<file path="config.mk">
export PLATFORM = sky130hd
export DESIGN_NAME = tcw_cmd_fifo
export DESIGN_NICKNAME = d
export VERILOG_FILES = /design/src/design/tcw_pkg.sv /design/src/design/tcw_cmd_fifo.sv
export SDC_FILE = /design/constraint.sdc
export NUM_CORES = 1
export LEC_CHECK = 0
export BUFFER_PORTS_ARGS = -buffer_cell sky130_fd_sc_hd__clkbuf_2
export CORE_ASPECT_RATIO = 1.25
export CORE_UTILIZATION = 35
export CTS_BUF_LIST = sky130_fd_sc_hd__clkbuf_4 sky130_fd_sc_hd__clkbuf_8
export CTS_CLUSTER_SIZE = 40
export DETAILED_ROUTE_END_ITERATION = 16
export PLACE_DENSITY = 0.67
export SYNTH_ARGS = -nofsm -noshare
export SYNTH_HDL_FRONTEND = slang
export SYNTH_SLANG_ARGS = --single-unit
</file>
<file path="constraint.sdc">
create_clock -name i_clk -period 2.9 [get_ports i_clk]
set_input_delay 0.145 -clock i_clk [delete_from_list [all_inputs] [get_ports i_clk]]
set_output_delay 0.145 -clock i_clk [all_outputs]
set_load 0.02 [all_outputs]
</file>
<file path="src/design/tcw_pkg.sv">
// tcw_pkg: shared types, constants and helpers for the text console writer.
// Used by every module of the block but tcw_ram; depends on nothing.
package tcw_pkg;

    // Screen geometry
    localparam int SCREEN_COLUMNS = 80;
    localparam int SCREEN_ROWS    = 25;
    localparam int CELL_COUNT     = SCREEN_COLUMNS * SCREEN_ROWS;

    // Internal widths follow the geometry
    localparam int CUR_COL_W = $clog2(SCREEN_COLUMNS);
    localparam int CUR_ROW_W = $clog2(SCREEN_ROWS);
    localparam int ADDR_W    = $clog2(CELL_COUNT);
    localparam int CELL_W    = 16;

    // Port field widths
    localparam int REQ_W      = 3;
    localparam int CHAR_W     = 8;
    localparam int ATTR_W     = 8;
    localparam int IN_COL_W   = 7;
    localparam int IN_ROW_W   = 5;
    localparam int OUT_COL_W  = 7;
    localparam int OUT_ROW_W  = 5;
    localparam int OUT_ADDR_W = 11;
    localparam int IN_DATA_W  = 32;
    localparam int OUT_DATA_W = 40;

    // Configuration port
    localparam int CFG_IDX_W  = 1;
    localparam int CFG_DATA_W = 8;
    localparam logic [CFG_IDX_W-1:0] CFG_DEFAULT_ATTR = 1'd0;
    localparam logic [CFG_IDX_W-1:0] CFG_CLEAR_ATTR   = 1'd1;
    localparam logic [ATTR_W-1:0]    ATTR_RESET       = 8'd7;

    // Request kinds on the input stream
    localparam logic [REQ_W-1:0] REQ_PUT_ATTR = 3'd0;
    localparam logic [REQ_W-1:0] REQ_PUT_DEF  = 3'd1;
    localparam logic [REQ_W-1:0] REQ_SET      = 3'd2;
    localparam logic [REQ_W-1:0] REQ_CLEAR    = 3'd3;
    localparam logic [REQ_W-1:0] REQ_READ     = 3'd4;

    // Special characters
    localparam logic [CHAR_W-1:0] CH_NEWLINE = 8'd10;
    localparam logic [CHAR_W-1:0] CH_RETURN  = 8'd13;
    localparam logic [CHAR_W-1:0] CH_SPACE   = 8'd32;

    // Classified operations handed from front to back
    localparam int OP_W = 3;
    localparam logic [OP_W-1:0] OP_NONE    = 3'd0;
    localparam logic [OP_W-1:0] OP_PUT     = 3'd1;
    localparam logic [OP_W-1:0] OP_NEWLINE = 3'd2;
    localparam logic [OP_W-1:0] OP_RETURN  = 3'd3;
    localparam logic [OP_W-1:0] OP_SET     = 3'd4;
    localparam logic [OP_W-1:0] OP_CLEAR   = 3'd5;
    localparam logic [OP_W-1:0] OP_READ    = 3'd6;

    // Command queue
    localparam int QUEUE_DEPTH = 2;
    localparam int QUEUE_PTR_W = $clog2(QUEUE_DEPTH);
    localparam int QUEUE_CNT_W = $clog2(QUEUE_DEPTH + 1);

    // Store walk bounds
    localparam logic [ADDR_W-1:0] LAST_MOVE  = ADDR_W'(CELL_COUNT - SCREEN_COLUMNS - 1);
    localparam logic [ADDR_W-1:0] FILL_START = ADDR_W'(CELL_COUNT - SCREEN_COLUMNS);
    localparam logic [ADDR_W-1:0] LAST_CELL  = ADDR_W'(CELL_COUNT - 1);

    typedef struct packed {
        logic [OP_W-1:0]      op;
        logic [CELL_W-1:0]    cell_word;  // attribute in the upper byte
        logic [CUR_COL_W-1:0] col;        // saturated target column
        logic [CUR_ROW_W-1:0] row;        // saturated target row
        logic [ADDR_W-1:0]    addr;       // cell address of the target
    } t_cmd;

    typedef struct packed {
        logic [ATTR_W-1:0] default_attr;
        logic [ATTR_W-1:0] clear_attr;
    } t_cfg;

    typedef struct packed {
        logic empty;
        logic full;
    } t_q_status;

    typedef struct packed {
        logic [ATTR_W-1:0]     read_attr;
        logic [CHAR_W-1:0]     read_char;
        logic [OUT_ADDR_W-1:0] cursor_address;
        logic [OUT_ROW_W-1:0]  cursor_row;
        logic [OUT_COL_W-1:0]  cursor_column;
    } t_result;

    // Linear cell address of a row and column
    function automatic logic [ADDR_W-1:0] cell_addr(input logic [CUR_ROW_W-1:0] row,
                                                   input logic [CUR_COL_W-1:0] col);
        cell_addr = ADDR_W'(row) * ADDR_W'(SCREEN_COLUMNS) + ADDR_W'(col);
    endfunction

endpackage

</file>
<file path="src/design/tcw_cmd_fifo.sv">
// tcw_cmd_fifo: short command queue between the front and the back.
// Depends on tcw_pkg.
module tcw_cmd_fifo (
    input  logic               i_clk,
    input  logic               i_rst_n,
    input  logic               i_push,
    input  tcw_pkg::t_cmd      i_cmd,
    input  logic               i_pop,
    output tcw_pkg::t_cmd      o_head,
    output tcw_pkg::t_q_status o_status
);

    tcw_pkg::t_cmd                   r_mem [tcw_pkg::QUEUE_DEPTH];
    logic [tcw_pkg::QUEUE_PTR_W-1:0] r_wr_ptr;
    logic [tcw_pkg::QUEUE_PTR_W-1:0] r_rd_ptr;
    logic [tcw_pkg::QUEUE_CNT_W-1:0] r_count;
    logic                            do_push;
    logic                            do_pop;

    assign o_status.empty = (r_count == '0);
    assign o_status.full  = (r_count == tcw_pkg::QUEUE_CNT_W'(tcw_pkg::QUEUE_DEPTH));
    assign do_push        = i_push && !o_status.full;
    assign do_pop         = i_pop && !o_status.empty;
    assign o_head         = r_mem[r_rd_ptr];

    // storage
    always_ff @(posedge i_clk) begin
        if (do_push) begin
            r_mem[r_wr_ptr] <= i_cmd;
        end
    end

    // pointers and fill count
    always_ff @(posedge i_clk) begin
        if (!i_rst_n) begin
            r_wr_ptr <= '0;
            r_rd_ptr <= '0;
            r_count  <= '0;
        end else begin
            if (do_push) begin
                r_wr_ptr <= (r_wr_ptr == tcw_pkg::QUEUE_PTR_W'(tcw_pkg::QUEUE_DEPTH - 1)) ?
                            '0 : r_wr_ptr + tcw_pkg::QUEUE_PTR_W'(1);
            end
            if (do_pop) begin
                r_rd_ptr <= (r_rd_ptr == tcw_pkg::QUEUE_PTR_W'(tcw_pkg::QUEUE_DEPTH - 1)) ?
                            '0 : r_rd_ptr + tcw_pkg::QUEUE_PTR_W'(1);
            end
            if (do_push && !do_pop) begin
                r_count <= r_count + tcw_pkg::QUEUE_CNT_W'(1);
            end else if (do_pop && !do_push) begin
                r_count <= r_count - tcw_pkg::QUEUE_CNT_W'(1);
            end
        end
    end

endmodule

</file>
# ---- Word-level counts from Yosys, hierarchy flattened
# Memory sizes are Yosys's and may differ from the RTL's. A register that Yosys moved wholly into a read port is not among the register bits.
# Cells that the tools add are included.
dict set report totals {
  regBits 4
  ramBits 84
  inputBits 46
  output_inout_bits 44
  wordCells 27
  mem_count 1
}
# name depth width read_ports rd_clocked_by_memory_dff write_ports line
set mem_list {}
lappend mem_list {r_mem 2 42 1 1 1 tcw_cmd_fifo.sv:13} ;# tcw_pkg::t_cmd r_mem [tcw_pkg::QUEUE_DEPTH];
dict set report op_classes {
  add_sub_neg 4
  eq_ne 1
  muxes 8
  n_reduce_logical 10
}
# cell n
set op_table {}
lappend op_table {{two-way mux 1 bit} 6}
lappend op_table {{logical AND 1 bit} 4}
lappend op_table {{logical NOT 1 bit} 4}
lappend op_table {{two-way mux 2 bit} 2}
lappend op_table {{adder 1 bit, second input constant} 2}
lappend op_table {{adder 2 x 1 -> 2 bit, second input constant} 1}
lappend op_table {{equality test 2 bit, second input constant} 1}
lappend op_table {{logical NOT 2 bit} 1}
lappend op_table {{nonzero test 2 bit} 1}
lappend op_table {{subtractor 2 x 1 -> 2 bit, second input constant} 1}

# ---- Longest topological paths before layout
dict set report depth {
  word_depth 7
  ltp_mapped 7
  mapped_depth_nobuf 7
}

# ---- Worst setup path after synthesis
# OpenSTA, ideal clock, no wires.
dict set report synth_timing {
  kind {register to register}
  start {reg r_count[0] (netlist name)}
  end {mem r_mem[0][0] (netlist name) (enable)}
  setup_ns 0.436
  arrival_ns 2.295
  t_required_ns 2.464
  slack_ns 0.169
  path_stages_with_launch 4
  path_buffers 0
  period_less_slack_ns 2.731
  cell_sequence {dfxtp_1 -> nand2b_1 -> inv_2 -> nor3_2}
}
# element line
set synth_lines {}
lappend synth_lines {{from (decl)} tcw_cmd_fifo.sv:16} ;# logic [tcw_pkg::QUEUE_CNT_W-1:0] r_count;
lappend synth_lines {{from (signal assigned)} tcw_cmd_fifo.sv:49} ;# r_count <= r_count + tcw_pkg::QUEUE_CNT_W'(1);
lappend synth_lines {{from (signal assigned)} tcw_cmd_fifo.sv:51} ;# r_count <= r_count - tcw_pkg::QUEUE_CNT_W'(1);
lappend synth_lines {{to (decl)} tcw_cmd_fifo.sv:13}

==> flow_metrics.env <==
export IMPL_hold_viol=0
export IMPL_fill_cells=816
export IMPL_crit_type="reg -> out"
export IMPL_period_share=0.6625
export IMPL_tns_ns=0
export IMPL_crit_fanout=16
export IMPL_muxShareOfSynthArea=0.1453
export IMPL_drc_errors=0
export IMPL_grtUsageTotal=0.1269
export IMPL_clock_sinks=89
export IMPL_syn_nets=203
export IMPL_status="completed"
export IMPL_numPortBuffers=89
export IMPL_synth_top_family_by_area="multiplexers"
export IMPL_synth_seq_cells=89
export IMPL_cts_tree="done"
export IMPL_drt_iter0_drc=59
export IMPL_startpoint_type="register"
export IMPL_dieArea_sq_um=9690
export IMPL_yosysWarnings=0
export IMPL_yosysUniqueCellTypes=20
export IMPL_power_density_nw_per_um2=796.7
export IMPL_drv_slew=0
export IMPL_cts_resized=0
export IMPL_viasPerCell=4.350
export IMPL_crit_arrival_ns=1.78
export IMPL_final_cell_mix="clkbuf_2, edfxtp_1, mux2_2, dlygate4sd3_1, clkbuf_8"
export IMPL_syn_inst=156
export IMPL_clk_pin_slew_ns=0.07
export IMPL_syn_area_sq_um=3254
export IMPL_synth_xor_area_share=0.008074
export IMPL_clock_fmax_mhz=520.5
export IMPL_cts_hold_buffers=42
export IMPL_die_height_um=109.8
export IMPL_whs_ns=0.05342
export IMPL_cts_root_buf="clkbuf_8"
export IMPL_ys_seq_area_frac=0.8058
export IMPL_max_slew_margin=0.6726
export IMPL_pin_count=90
export IMPL_dpl_hpwl_mm=3.691
export IMPL_cts_setup_buffers=0
export IMPL_place_inst=368
export IMPL_hp_start="i_rst_n"
export IMPL_worstPathRequired_ns=2.76
export IMPL_final_common_cell="clkbuf_2"
export IMPL_insertion_delay_ns=0.35
export IMPL_fin_cells=426
export IMPL_ant_nets=0
export IMPL_setup_viol=0
export IMPL_r2r_slack_ns=1.22
export IMPL_grt_pass1_vias=1886
export IMPL_cts_made_buffers=9
export IMPL_synthSimpleGateAreaFrac=0.01692
export IMPL_first_pass_iters=4
export IMPL_num_antenna_cells=0
export IMPL_antenna_found_initial=0
export IMPL_r2r_cells=3
export IMPL_area_delta_synth_final_pct=38.22
export IMPL_whs_path_depth=2
export IMPL_fp_dieW_um=88.25
export IMPL_power_mw=3.584
export IMPL_synth_compound_area_frac=0.009996
export IMPL_gp_congestion=0.7034
export IMPL_vias=1853
export IMPL_syn_area_per_cell_sq_um=20.86
export IMPL_cts_path_max_buffers=2
export IMPL_grt_max_degree=27
export IMPL_whs_endpoint="r_wr_ptr"
export IMPL_ir_drop_mv=0.4447
export IMPL_core_sq_um=9076
export IMPL_fin_worst_skew_ns=0.007331
export IMPL_fin_crit_ns=1.921
export IMPL_rr_startpoint="r_count[0]"
export IMPL_wl_per_cell_um=13.37
export IMPL_nets=345
export IMPL_hold_class="in -> reg"
export IMPL_rows=39
export IMPL_cts_max_level=3
export IMPL_r2r_end="r_mem[1][11]"
export IMPL_totalWireLength_mm=5.697
export IMPL_overflow=0
export IMPL_rsz0062_at_grt="no"
export IMPL_grt_pass1_wl_mm=8.763
export IMPL_start_util=0.3586
export IMPL_synthAdderAreaFrac=0.003845
export IMPL_endpoint_kind="primary output"
export IMPL_drive_above_1_share=0.5116
export IMPL_tightest_slew_ns=0.4911
export IMPL_power_leakage_nw=1.717
export IMPL_maxCapViolations=0
## metrics by stage
step           cell area, sq um  setup WS, ns  utilization
2_1_floorplan              3254        0.1694            -
3_3_place_gp               3887         1.223       0.4283
3_5_place_dp               3887         1.195       0.4283
4_1_cts                    4498        0.9072       0.4956
5_1_grt                    4498        0.8670       0.4956
6_report                   4498        0.9787       0.4956
## critical path: stages, from the launching register on
cell and delay [ns]:
dfxtp_2 0.57, buf_4 0.32, mux2_2 0.37, clkbuf_2 0.16
## sequential cells by signal (all words and copies together) (netlist names), named ones only
signal / count
r_count: 2
r_mem: 84
r_rd_ptr: 1
r_wr_ptr: 1
## cell type report
class,count,area [sq um],share of cell area
clock buffer,12,146.4,0.03255
clock inverter,4,43.79,0.009736
inverter,2,7.507,0.001669
multi-input combinational,60,606.8,0.1349
sequential,89,2624,0.5833
tap,123,153.9,0.03421
timing repair buffer,136,915.9,0.2036
## where the power goes
| part | total, mW | switching, mW | internal (mW) |
|---|---|---|---|
| Combinational | 1.08 | 0.610 | 0.468 |
| Sequential | 1.69 | 0.0790 | 1.62 |
| Clock | 0.811 | 0.389 | 0.422 |
## Yosys cell counts
master    instances  share of area
edfxtp_1         84           0.78
mux2_2           42           0.15
buf_2             5         0.0077
dfxtp_1           5          0.031
and2_1            3         0.0058
nor2_1            2         0.0023
xnor2_1           2         0.0054
a21boi_0          1         0.0023
a21boi_1          1         0.0023
and3_1            1         0.0019
ha_1              1         0.0038
inv_1             1         0.0012
inv_2             1         0.0012
nand2b_1          1         0.0019
nor3_2            1         0.0031
o21a_1            1         0.0023
o21ai_0           1         0.0015
o21ai_1           1         0.0015
or3_1             1         0.0019
xor2_1            1         0.0027
## routing by layer
metal / up-vias / part of all wire / GRT usage / wire length, um
met2: 54 / 0.50 / 0.2137 / 2871
met5: - / 0 / 0 / 0
met1: 903 / 0.43 / 0.1425 / 2427
met4: 0 / 0.024 / 0.07949 / 139
met3: 10 / 0.045 / 0.03228 / 259
li1: 886 / - / - / -
## logic make-up (layout without fill, tap and decap cells)
family          Yosys count  after routing
flops                    89             89
mux                      42             42
simple gates              9              9
buf+inv                   7            154
compound gates            5              5
xor+xnor                  3              3
fa+ha+maj                 1              1
## worst max-delay path by stage
stage,endpoint,startpoint,depth (start not counted),slack [ns]
floorplan,r_mem[0][0],r_count[0],3,0.17
global route,o_head[33],register,3,0.87
detailed placement,r_mem[1][11],r_count[0],3,1.20
CTS,o_head[25],register,3,0.91
finish,o_head[25],register,3,0.98
global placement,r_mem[1][9],r_count[0],3,1.22
No activity file was read; power rests on OpenSTA's default activity.
