--- config.mk ---
export PLATFORM = sky130hd
export DESIGN_NAME = tcw_front
export DESIGN_NICKNAME = d
export VERILOG_FILES = /design/src/design/tcw_pkg.sv /design/src/design/tcw_front.sv
export SDC_FILE = /design/constraint.sdc
export NUM_CORES = 1
export LEC_CHECK = 0
export BUFFER_PORTS_ARGS = -buffer_cell sky130_fd_sc_hd__buf_2
export CORE_ASPECT_RATIO = 0.7
export CORE_MARGIN = 8
export CORE_UTILIZATION = 35
export CTS_CLUSTER_SIZE = 8
export DETAILED_ROUTE_END_ITERATION = 7
export GPL_ROUTABILITY_DRIVEN = 0
export PLACE_DENSITY = 0.77
export SLEW_MARGIN = 10
export SYNTH_ARGS = -nofsm -noshare
export SYNTH_HDL_FRONTEND = slang
export SYNTH_SLANG_ARGS = --single-unit
--- constraint.sdc ---
create_clock -name i_clk -period 2.3 [get_ports i_clk]
set_input_delay 0.23 -clock i_clk [delete_from_list [all_inputs] [get_ports i_clk]]
set_output_delay 0.23 -clock i_clk [all_outputs]
set_load 0.01 [all_outputs]
--- src/design/tcw_pkg.sv ---
// tcw_pkg: shared types, constants and helpers for the text console writer.
// Used by every module of the block but tcw_ram; depends on nothing.
package tcw_pkg;

    // Screen geometry
    localparam int SCREEN_COLUMNS = 80;
    localparam int SCREEN_ROWS    = 25;
    localparam int CELL_COUNT     = SCREEN_COLUMNS * SCREEN_ROWS;

    // Internal widths follow the geometry
    localparam int CUR_COL_W = $clog2(SCREEN_COLUMNS);
    localparam int CUR_ROW_W = $clog2(SCREEN_ROWS);
    localparam int ADDR_W    = $clog2(CELL_COUNT);
    localparam int CELL_W    = 16;

    // Port field widths
    localparam int REQ_W      = 3;
    localparam int CHAR_W     = 8;
    localparam int ATTR_W     = 8;
    localparam int IN_COL_W   = 7;
    localparam int IN_ROW_W   = 5;
    localparam int OUT_COL_W  = 7;
    localparam int OUT_ROW_W  = 5;
    localparam int OUT_ADDR_W = 11;
    localparam int IN_DATA_W  = 32;
    localparam int OUT_DATA_W = 40;

    // Configuration port
    localparam int CFG_IDX_W  = 1;
    localparam int CFG_DATA_W = 8;
    localparam logic [CFG_IDX_W-1:0] CFG_DEFAULT_ATTR = 1'd0;
    localparam logic [CFG_IDX_W-1:0] CFG_CLEAR_ATTR   = 1'd1;
    localparam logic [ATTR_W-1:0]    ATTR_RESET       = 8'd7;

    // Request kinds on the input stream
    localparam logic [REQ_W-1:0] REQ_PUT_ATTR = 3'd0;
    localparam logic [REQ_W-1:0] REQ_PUT_DEF  = 3'd1;
    localparam logic [REQ_W-1:0] REQ_SET      = 3'd2;
    localparam logic [REQ_W-1:0] REQ_CLEAR    = 3'd3;
    localparam logic [REQ_W-1:0] REQ_READ     = 3'd4;

    // Special characters
    localparam logic [CHAR_W-1:0] CH_NEWLINE = 8'd10;
    localparam logic [CHAR_W-1:0] CH_RETURN  = 8'd13;
    localparam logic [CHAR_W-1:0] CH_SPACE   = 8'd32;

    // Classified operations handed from front to back
    localparam int OP_W = 3;
    localparam logic [OP_W-1:0] OP_NONE    = 3'd0;
    localparam logic [OP_W-1:0] OP_PUT     = 3'd1;
    localparam logic [OP_W-1:0] OP_NEWLINE = 3'd2;
    localparam logic [OP_W-1:0] OP_RETURN  = 3'd3;
    localparam logic [OP_W-1:0] OP_SET     = 3'd4;
    localparam logic [OP_W-1:0] OP_CLEAR   = 3'd5;
    localparam logic [OP_W-1:0] OP_READ    = 3'd6;

    // Command queue
    localparam int QUEUE_DEPTH = 2;
    localparam int QUEUE_PTR_W = $clog2(QUEUE_DEPTH);
    localparam int QUEUE_CNT_W = $clog2(QUEUE_DEPTH + 1);

    // Store walk bounds
    localparam logic [ADDR_W-1:0] LAST_MOVE  = ADDR_W'(CELL_COUNT - SCREEN_COLUMNS - 1);
    localparam logic [ADDR_W-1:0] FILL_START = ADDR_W'(CELL_COUNT - SCREEN_COLUMNS);
    localparam logic [ADDR_W-1:0] LAST_CELL  = ADDR_W'(CELL_COUNT - 1);

    typedef struct packed {
        logic [OP_W-1:0]      op;
        logic [CELL_W-1:0]    cell_word;  // attribute in the upper byte
        logic [CUR_COL_W-1:0] col;        // saturated target column
        logic [CUR_ROW_W-1:0] row;        // saturated target row
        logic [ADDR_W-1:0]    addr;       // cell address of the target
    } t_cmd;

    typedef struct packed {
        logic [ATTR_W-1:0] default_attr;
        logic [ATTR_W-1:0] clear_attr;
    } t_cfg;

    typedef struct packed {
        logic empty;
        logic full;
    } t_q_status;

    typedef struct packed {
        logic [ATTR_W-1:0]     read_attr;
        logic [CHAR_W-1:0]     read_char;
        logic [OUT_ADDR_W-1:0] cursor_address;
        logic [OUT_ROW_W-1:0]  cursor_row;
        logic [OUT_COL_W-1:0]  cursor_column;
    } t_result;

    // Linear cell address of a row and column
    function automatic logic [ADDR_W-1:0] cell_addr(input logic [CUR_ROW_W-1:0] row,
                                                   input logic [CUR_COL_W-1:0] col);
        cell_addr = ADDR_W'(row) * ADDR_W'(SCREEN_COLUMNS) + ADDR_W'(col);
    endfunction

endpackage

--- src/design/tcw_front.sv ---
// tcw_front: holds the configuration registers and classifies input requests
// into queue commands. Depends on tcw_pkg.
module tcw_front (
    input  logic                             i_clk,
    input  logic                             i_rst_n,
    input  logic                             i_cfg_wr_en,
    input  logic [tcw_pkg::CFG_IDX_W-1:0]    i_cfg_index,
    input  logic [tcw_pkg::CFG_DATA_W-1:0]   i_cfg_data,
    input  logic [tcw_pkg::REQ_W-1:0]        i_req_type,
    input  logic [tcw_pkg::CHAR_W-1:0]       i_char_code,
    input  logic [tcw_pkg::ATTR_W-1:0]       i_cell_attr,
    input  logic [tcw_pkg::IN_COL_W-1:0]     i_column,
    input  logic [tcw_pkg::IN_ROW_W-1:0]     i_row,
    output tcw_pkg::t_cmd                    o_cmd,
    output tcw_pkg::t_cfg                    o_cfg
);

    logic [tcw_pkg::ATTR_W-1:0]    r_default_attr;
    logic [tcw_pkg::ATTR_W-1:0]    r_clear_attr;
    logic [tcw_pkg::CUR_COL_W-1:0] sat_col;
    logic [tcw_pkg::CUR_ROW_W-1:0] sat_row;
    logic [tcw_pkg::ATTR_W-1:0]    put_attr;

    // configuration registers
    always_ff @(posedge i_clk) begin
        if (!i_rst_n) begin
            r_default_attr <= tcw_pkg::ATTR_RESET;
            r_clear_attr   <= tcw_pkg::ATTR_RESET;
        end else if (i_cfg_wr_en) begin
            case (i_cfg_index)
                tcw_pkg::CFG_DEFAULT_ATTR: r_default_attr <= i_cfg_data;
                tcw_pkg::CFG_CLEAR_ATTR:   r_clear_attr   <= i_cfg_data;
                default: ;
            endcase
        end
    end

    assign o_cfg.default_attr = r_default_attr;
    assign o_cfg.clear_attr   = r_clear_attr;

    // saturate targets to the screen
    always_comb begin
        if (int'(i_column) >= tcw_pkg::SCREEN_COLUMNS) begin
            sat_col = tcw_pkg::CUR_COL_W'(tcw_pkg::SCREEN_COLUMNS - 1);
        end else begin
            sat_col = tcw_pkg::CUR_COL_W'(i_column);
        end
        if (int'(i_row) >= tcw_pkg::SCREEN_ROWS) begin
            sat_row = tcw_pkg::CUR_ROW_W'(tcw_pkg::SCREEN_ROWS - 1);
        end else begin
            sat_row = tcw_pkg::CUR_ROW_W'(i_row);
        end
    end

    // classify the request
    always_comb begin
        put_attr        = (i_req_type == tcw_pkg::REQ_PUT_DEF) ? r_default_attr : i_cell_attr;
        o_cmd.cell_word = {put_attr, i_char_code};
        o_cmd.col       = sat_col;
        o_cmd.row       = sat_row;
        o_cmd.addr      = tcw_pkg::cell_addr(sat_row, sat_col);
        case (i_req_type)
            tcw_pkg::REQ_PUT_ATTR, tcw_pkg::REQ_PUT_DEF: begin
                if (i_char_code == tcw_pkg::CH_NEWLINE) begin
                    o_cmd.op = tcw_pkg::OP_NEWLINE;
                end else if (i_char_code == tcw_pkg::CH_RETURN) begin
                    o_cmd.op = tcw_pkg::OP_RETURN;
                end else begin
                    o_cmd.op = tcw_pkg::OP_PUT;
                end
            end
            tcw_pkg::REQ_SET:   o_cmd.op = tcw_pkg::OP_SET;
            tcw_pkg::REQ_CLEAR: o_cmd.op = tcw_pkg::OP_CLEAR;
            tcw_pkg::REQ_READ:  o_cmd.op = tcw_pkg::OP_READ;
            default:            o_cmd.op = tcw_pkg::OP_NONE;
        endcase
    end

endmodule

* Yosys cells after proc, flatten, opt, wreduce, memory -nomap -nowiden
Cells that the tools add are included.
** Cells by class
- Add/sub/neg operators :: 1
- Multiply operators :: 1
- $lt $le $gt $ge :: 2
- Equal/unequal tests :: 6
- Multiplexer cells :: 6
- Bitwise operators :: 1
- Reductions and logical operators :: 4
** Operator list (count)
- == test 8 x 4 -> 1 bit, second input constant :: 2
- case mux 3 bit (4 select lines) :: 1
- adder 11 x 7 -> 11 bit :: 1
- 2-to-1 mux 8 bit :: 1
- >= comparator 7 bit, second input constant :: 1
- multiplier 5 x 3 -> 7 bit, second input constant :: 1
- 2-to-1 mux 7 bit :: 1
- == test 3 x 2 -> 1 bit, second input constant :: 2
- >= comparator 5 bit, second input constant :: 1
- 2-to-1 mux 5 bit :: 1
- 2-to-1 mux 2 bit :: 2
- AND reduction 2 bit :: 2
- == test 3 x 1 -> 1 bit, second input constant :: 1
- == test 3 bit, second input constant :: 1
- logical NOT 3 bit :: 1
- OR reduction 2 bit :: 1
- NOT 1 bit :: 1
** Word-level totals
- Flip-flop bits (word level) :: 16
- Input port bits :: 43
- Output and inout port bits :: 58
- Logic and storage cells :: 23

* Depth between registers and ports, before layout
Gate-level depths: netlist (run 1).
- Word-level depth :: 4
- Mapped depth :: 9
- Mapped depth without buffers :: 9

* Worst setup path after synthesis (run 1)
OpenSTA, ideal clock, no wires.
- Kind :: in2out
- From :: input i_row[3] (netlist name)
- To :: output o_cmd[10] (netlist name)
- Data arrival time :: 2122 ps
- Data required time :: 2070 ps
- Path slack :: -52 ps
- Stages :: 9
- Buffers on the path :: 0
- Path through :: nand2_1 -> and2_1 -> ha_1 -> ha_1 -> fa_1 -> xnor2_1 -> nand4b_1 -> xnor2_1 -> xnor2_1
** RTL lines
- start, declared :: line tcw_front.sv:13 : input logic [tcw_pkg::IN_ROW_W-1:0] i_row,
- end, declared :: line tcw_front.sv:14 : output tcw_pkg::t_cmd o_cmd,

==> metrics.csv, run 1 <==
metric,value,unit
root buffer cell,clkbuf_8,
most frequent cells in the layout,"buf_2 (98), nand2_1 (35), dfxtp_1 (16)",
Synth area leaders,"dfxtp_1 (26%), nand2_1 (11%), ha_1 (9.3%)",
Gate Count Post-Synth,147,
sequential fraction of the synthesis area,26.4,%
final core occ,53.9,%
cell depth of the worst hold path,3,
min Tclk post-route,2340,ps
critical path endpoint category,output port,
final hold vios,0,
critical path class,in -> out,
Critical Path RT,2070,ps
Max Clock Skew,0,ps
Post-DP Area,1720,sq um
slowest cell on the critical path,ha_1,
gr ovfl total,0,
worst hold path class,in -> reg,
Crit. path cell count,11,
via/cell ratio,4.45,
pre-CTS setup slack,-169,ps
failing checks,setup timing,
Slew @ Worst Pin,590,ps
CTS tree,built,
hold_sp,i_cfg_data[1],
cell taking the most area after synthesis,dfxtp_1,
area delta synth->final,52.0,%
CTS buffer count,3,
site row count,18,
VDD IR-drop max,0.359,mV
first-pass GRT wire length,6.02,mm
vias,1290,
drt pass-1 iters,4,
Die Y,65.3,um
antenna violations before repair,0,
CP Launch Type,input port,
worst hold endpoint,r_clear_attr[1],
GRT Resource Usage Total,13.3,%
CTS Sinks,16,
CP max stage delay,300,ps
Mapped Area,1210,sq um
Slew Limit Fails,0,
# hold bufs at CTS,0,
pwr/cell area,469,nW/um^2
max-cap check violation count,0,
layout cells sized above 1,55.0,%
Antenna Cells,0,
Core ar.,3420,sq um
Worst Setup SP,i_row[4],
crit path max fanout,3,
CP most frequent cell,buf_4,
ANT nets after route,0,
Setup WS post-layout,-43.1,ps
Mean Syn Cell Area,8.26,sq um
vias in the first global route,1251,
clk buf depth,2,
# fillers,332,
H-tree depth,1,
Critical path buffers and inverters,5,
post-synth top area share,26.4,%
Finished Cell Area,1840,sq um
Die ar.,5640,sq um
R2R depth,2,
CP Cell Sequence,"buf_8, buf_4, buf_4, ha_1, buf_4, ha_1, a21o_1, a21oi_1, xnor2_2, xnor2_1, buf_2",
Yosys reg bits,16,
Starting Density,35.5,%
layout net count,296,
warnings from Yosys,0,
Tcrit/Tclk final,102,%
library cells used by synthesis,29,
# IOs,101,
HPWL after DPL,3.28,mm
clk_lat worst skew,240,ps
status,"finished, violations left",
clk slew on worst S/H paths,60,ps
P_leak,0.959,nW
initial DRC count,37,
"Net Count, Synth",201,
final WL,3.82,mm
WL per Instance,13.2,um
"commonest non-fill, non-tap cell in the layout",buf_2,
fmax,427,MHz
# DRC,0,
FF-to-FF End,r_clear_attr[3],
Critical R2R Launch,r_clear_attr[3],
Worst R2R Setup Slack,1620,ps
largest net degree at the start of global routing,17,
max_slew headroom,60.6,%
final setup fails,1,
IO Port Bufs,100,
Horiz. Die Dim,86.4,um
"CP delay by family, top",buffers and inverters,
CP arrival,2110,ps
unrepaired setup endpoints after global routing,yes,
==> worst max path at each step <==
stage / endpoint
after CTS: o_cmd[10]
after floorplan: o_cmd[10]
after detailed placement: o_cmd[10]
final: o_cmd[10]
after global routing: o_cmd[10]
after global placement: o_cmd[10]
==> metrics by stage <==
step	TNS (ps)	hold slack, ps	total power, mW	std cells
6_report	-43.1	211	0.865	290
5_1_grt	-132	218	0.924	290
4_1_cts	-43.0	204	0.873	290
3_5_place_dp	-184	462	0.645	285
3_3_place_gp	-110	449	0.641	285
2_1_floorplan	0	354	0.502	147
==> area by class of cell <==
cell class / instances / area, sq um / share of cell area [%]
flip-flops and latches: 16 / 320 / 17.4
multi-input cells: 112 / 836 / 45.3
well taps: 50 / 62.6 / 3.39
repair buffers: 109 / 584 / 31.7
clock buffers: 3 / 41.3 / 2.24
==> metal layers <==
metal  vias up  part of all wire, %  GRT usage (%)
met1       572                   41           14.8
met4         0                 0.71           2.56
li1        665                    -              -
met3         2                  9.1           5.23
met2        51                   50           23.5
met5         -                    0              0
==> synthesized netlist by cell type <==
master,number
a21boi_0,10
a21o_1,3
a21oi_1,3
and2_1,4
buf_2,1
buf_4,12
clkbuf_1,6
dfxtp_1,16
fa_1,2
ha_1,9
mux2_2,8
mux2i_1,1
nand2_1,36
nand2b_1,5
nand2b_4,1
nand3_1,7
nand3b_1,1
nand4b_1,1
nor2_1,3
nor2b_1,4
nor3_1,1
nor3b_4,1
nor4_1,1
o21a_1,1
o21ai_0,1
or2b_1,1
or3_1,1
xnor2_1,6
xor2_1,1
==> flip-flops by register name, summed over array words and instances (netlist names) <==
register	cells
r_clear_attr	8
r_default_attr	8
==> cell families (layout without fill, tap and decap cells) <==
group | Yosys count | in the layout | synth area share [%]
compound gates | 18 | 18 | 10.3
xor+xnor | 7 | 7 | 5.05
fa+ha+maj | 11 | 11 | 12.6
buf+inv | 19 | 112 | 9.69
flops | 16 | 16 | 26.4
mux | 9 | 9 | 8.25
simple gates | 67 | 67 | 27.7
==> power breakdown <==
part	total (mW)	switching, mW	internal [mW]
sequential	0.302	0.00914	0.293
combinational	0.362	0.177	0.185
clock	0.202	0.0859	0.116
total	0.865	0.272	0.593
==> timing repair <==
action / CTS / global route
endpoints found under the setup margin: 2 / 2
buffers inserted: 2 / 0
cloned: 0 / 0
pin swaps: 9 / 4
gates resized for setup: 12 / 1
==> worst min-delay path: stages <==
cell and delay, ps:
buf_2 80, nand2_1 40, nand3_1 60
No activity file was read; power rests on OpenSTA's default activity.
==> run 2, diff against run 1 <==
- CORE_ASPECT_RATIO: 0.7 -> 0.6
- RECOVER_POWER: not set -> 100
==> run 2 against run 1 <==
Effect of this change:
- cell area fell by 4.3%
- clock-buffer cell count rose by 1
- cell count fell by 1.7%
- the run still ends with setup timing left
- routed wire length rose by 7.7%
==> metrics.csv, run 2 (synthesis results as in run 1) <==
metric,value,unit
Critical Path RT,2070,ps
Max Clock Skew,0,ps
Core ar.,3280,sq um
most frequent cells in the layout,"clkbuf_1 (56), buf_2 (41), nand2_1 (35)",
CTS tree,built,
H-tree depth,1,
first-pass GRT wire length,6.15,mm
setup TNS,-1.48,ps
status,"finished, violations left",
IO Port Bufs,100,
HPWL after DPL,3.42,mm
gr ovfl total,0,
layout cells sized above 1,31.3,%
critical path class,in -> out,
CTS Sinks,16,
P_leak,0.794,nW
VDD IR-drop max,0.371,mV
largest net degree at the start of global routing,17,
fin cells,285,
final WL,4.11,mm
pwr/cell area,506,nW/um^2
CTS buffer count,3,
site row count,16,
clk buf depth,2,
final hold vios,0,
Starting Density,37.0,%
Slew Limit Fails,0,
crit path max fanout,3,
Logic pwr share,38.5,%
worst hold path class,in -> reg,
Die ar.,5670,sq um
via/cell ratio,4.64,
max_slew headroom,47.8,%
post-layout power,0.894,mW
min Tclk post-route,2300,ps
Slew @ Worst Pin,780,ps
# IOs,101,
sw frac,32.1,%
antenna violations before repair,0,
clk slew on worst S/H paths,60,ps
root buffer cell,clkbuf_8,
CP Launch Type,input port,
initial DRC count,31,
# DRC,0,
final setup fails,1,
Horiz. Die Dim,92.0,um
Setup WS post-layout,-1.48,ps
# fillers,332,
Internal Pwr Total,0.607,mW
P_sw,0.287,mW
largest registers,"r_clear_attr (8), r_default_attr (8)",
critical path endpoint category,output port,
part of the power in the clock network,27.6,%
final core occ,53.8,%
Tcrit/Tclk final,100,%
clk_lat worst skew,240,ps
failing checks,setup timing,
hold slack,210,ps
total placed cells including tap cells,280,
"commonest non-fill, non-tap cell in the layout",clkbuf_1,
Seq pwr share,33.8,%
vias in the first global route,1338,
Antenna Cells,0,
drt pass-1 iters,4,
GRT Resource Usage Total,13.5,%
area delta synth->final,45.5,%
ANT nets after route,0,
Die Y,61.6,um
Worst R2R Setup Slack,1610,ps
unrepaired setup endpoints after global routing,yes,
WL per Instance,14.4,um
fmax,435,MHz
CP arrival,2070,ps
vias,1321,
max-cap check violation count,0,
layout net count,295,
==> run 2: layout make-up <==
class,instances,area (sq um),share of cell area [%]
Multi-Input combinational cell,112,827,46.8
Tap cell,45,56.3,3.19
Clock buffer,4,55.1,3.12
Sequential cell,16,320,18.1
Timing Repair Buffer,108,507,28.7
==> run 2: worst max-delay path, cell delays in order <==
cell	delay, ps
buf_6	80
nand2_4	40
and2_4	160
ha_1	320
buf_4	140
ha_1	290
a21o_1	160
a21oi_1	230
xnor2_2	150
xnor2_1	120
buf_2	150
==> run 2: what timing repair did <==
item,in CTS,in global routing
endpoints found under the hold margin,0,0
endpoints found under the setup margin,2,2
gates resized for setup,10,2
hold buffers,0,0
pin swaps,8,3
gates cloned,0,0
buffers inserted,1,0
==> run 2: routing by layer <==
metal / global-route usage [%] / wire length [um] / vias to the layer above
met2: 23.1 / 1820 / 67
met5: 0 / 0 / -
li1: - / - / 661
met1: 15.5 / 1880 / 593
met4: 2.05 / 0 / 0
met3: 6.57 / 408 / 0
==> run 2: worst paths after layout <==
check / from / endpoint / cells after the start
worst min register to register: r_clear_attr[1] / r_clear_attr[1] / 2
worst min-delay path: i_cfg_data[1] / r_default_attr[1] / 3
worst max register to register: r_default_attr[3] / r_default_attr[3] / 2
worst max-delay path: i_row[3] / o_cmd[10] / 11
==> run 2: power by group through the flow <==
stage | Sequential, mW | Combinational (mW) | Clock, mW
finish | 0.302 | 0.344 | 0.247
detailed placement | 0.308 | 0.340 | 0
global placement | 0.308 | 0.334 | 0
global route | 0.304 | 0.381 | 0.271
floorplan | 0.314 | 0.188 | 0
CTS | 0.302 | 0.363 | 0.254
==> run 2: through the flow <==
step | cell area, sq um | worst slack, ps
finish | 1770 | -1.48
global route | 1770 | -79.3
CTS | 1830 | -44.2
floorplan | 1220 | 24.0
detailed placement | 1710 | -173
global placement | 1710 | -122
==> run 3, diff against run 2 <==
==> constraint.sdc (replaced) <==
create_clock -name i_clk -period 2.3 [get_ports i_clk]
set_input_delay 0.23 -clock i_clk [delete_from_list [all_inputs] [get_ports i_clk]]
set_output_delay 0.23 -clock i_clk [all_outputs]
set_load 0.05 [all_outputs]
==> run 3 against run 2 <==
Effect of this change:
- largest power group unchanged
- fmax is 5.2% lower
- the flow still finishes with violations (setup timing)
- clock power hardly changed
- cell count is 1.4% higher
==> metrics.csv, run 3 (synthesis results as in run 1) <==
metric,value,unit
root buffer cell,clkbuf_8,
unrepaired setup endpoints after global routing,yes,
critical path class,in -> out,
clk_lat worst skew,250,ps
Internal Pwr Total,0.660,mW
via/cell ratio,4.57,
P_leak,0.852,nW
Die ar.,5670,sq um
CP Launch Type,input port,
total placed cells including tap cells,284,
HPWL after DPL,3.52,mm
max_slew headroom,51.7,%
clk slew on worst S/H paths,60,ps
final setup fails,1,
VDD IR-drop max,0.397,mV
H-tree depth,1,
layout net count,299,
antenna violations before repair,0,
critical path endpoint category,output port,
Max Clock Skew,0,ps
Slew Limit Fails,0,
sw frac,45.7,%
CTS tree,built,
Logic pwr share,54.9,%
Slew @ Worst Pin,722,ps
pwr/cell area,636,nW/um^2
grt met3 use,5.60,%
Antenna Cells,0,
site row count,16,
"commonest non-fill, non-tap cell in the layout",clkbuf_1,
Finished Cell Area,1910,sq um
Setup WS post-layout,-127,ps
setup TNS,-127,ps
crit path max fanout,3,
# DRC,0,
met1 usage,15.6,%
Tcrit/Tclk final,106,%
largest registers,"r_clear_attr (8), r_default_attr (8)",
gr ovfl total,0,
max-cap check violation count,0,
Critical Path RT,2070,ps
vias,1321,
CTS Sinks,16,
first-pass GRT wire length,6.16,mm
vias in the first global route,1293,
ANT nets after route,0,
IO Port Bufs,100,
drt pass-1 iters,4,
final hold vios,0,
Worst Setup SP,i_row[3],
P_sw,0.555,mW
most frequent cells in the layout,"clkbuf_1 (54), buf_2 (39), nand2_1 (34)",
failing checks,setup timing,
status,"finished, violations left",
min Tclk post-route,2430,ps
Die Y,61.6,um
# IOs,101,
largest net degree at the start of global routing,17,
GRT Resource Usage Total,13.4,%
pre-CTS setup slack,-399,ps
worst hold path class,in -> reg,
hold_sp,i_cfg_data[2],
layout cells sized above 1,37.3,%
clk buf depth,2,
final core occ,58.2,%
met2 usage,22.9,%
final WL,4.10,mm
fin cells,289,
area delta synth->final,57.4,%
WL per Instance,14.2,um
CP arrival,2200,ps
part of the power in the clock network,20.2,%
CTS buffer count,3,
initial DRC count,37,
Core ar.,3280,sq um
grt peak-use layer,met2,
Critical R2R Launch,r_default_attr[6],
fmax,412,MHz
Seq pwr share,24.8,%
Starting Density,37.0,%
Post-DP Area,1840,sq um
Horiz. Die Dim,92.0,um
## run 3: changes by cell type in the layout (fill, tap and decap cells not counted), moves of 2 or more
cell	previous run	this run
nor2b_2	0	2
buf_2	41	39
buf_6	1	5
nor2b_1	4	2
xnor2_2	2	4
xnor2_1	4	1
ha_4	2	4
buf_4	8	10
clkbuf_1	56	54
## run 3: what timing repair did
item | 4_1_cts | 5_1_grt
buffers inserted | 2 | 1
pin swaps | 8 | 3
gates resized for setup | 19 | 3
endpoints found under the setup margin | 3 | 3
hold buffers | 0 | 0
## run 3: final cells by class
type	count	area [sq um]
Multi-Input combinational cell	112	917
Sequential cell	16	320
Timing Repair Buffer	112	562
Fill cell	340	1370
Tap cell	45	56.3
Clock buffer	4	55.1
## run 3: critical path, cell delays in order
cell	delay (ps)
buf_8	110
nand2_8	60
and2_4	140
ha_4	200
ha_4	160
fa_2	340
xnor2_2	150
nand4b_1	220
xnor2_2	270
xnor2_4	150
buf_6	170
## run 3: path summary, 6_finish.rpt
path	end	slack [ps]	cells after the start
worst min register to register	r_clear_attr[3]	460	2
worst min-delay path	r_default_attr[2]	210	3
worst max-delay path	o_cmd[10]	-130	11
worst max register to register	r_default_attr[6]	1650	2
## run 3: metal layers
layer / routed length [um] / up-vias
met5: 0 / -
met4: 19 / 0
met3: 361 / 2
met2: 1980 / 48
met1: 1740 / 598
li1: - / 673
## run 3: power groups by stage
stage	Sequential, mW	Clock [mW]	Combinational (mW)
2_1_floorplan	0.359	0	0.427
3_3_place_gp	0.307	0	0.633
3_5_place_dp	0.307	0	0.640
4_1_cts	0.301	0.253	0.692
5_1_grt	0.303	0.270	0.706
6_report	0.302	0.246	0.667
## run 3: stage by stage
stage	total power [mW]	hold WS [ps]
2_1_floorplan	0.786	354
5_1_grt	1.28	223
6_report	1.21	210
3_3_place_gp	0.940	451
4_1_cts	1.25	204
3_5_place_dp	0.947	457
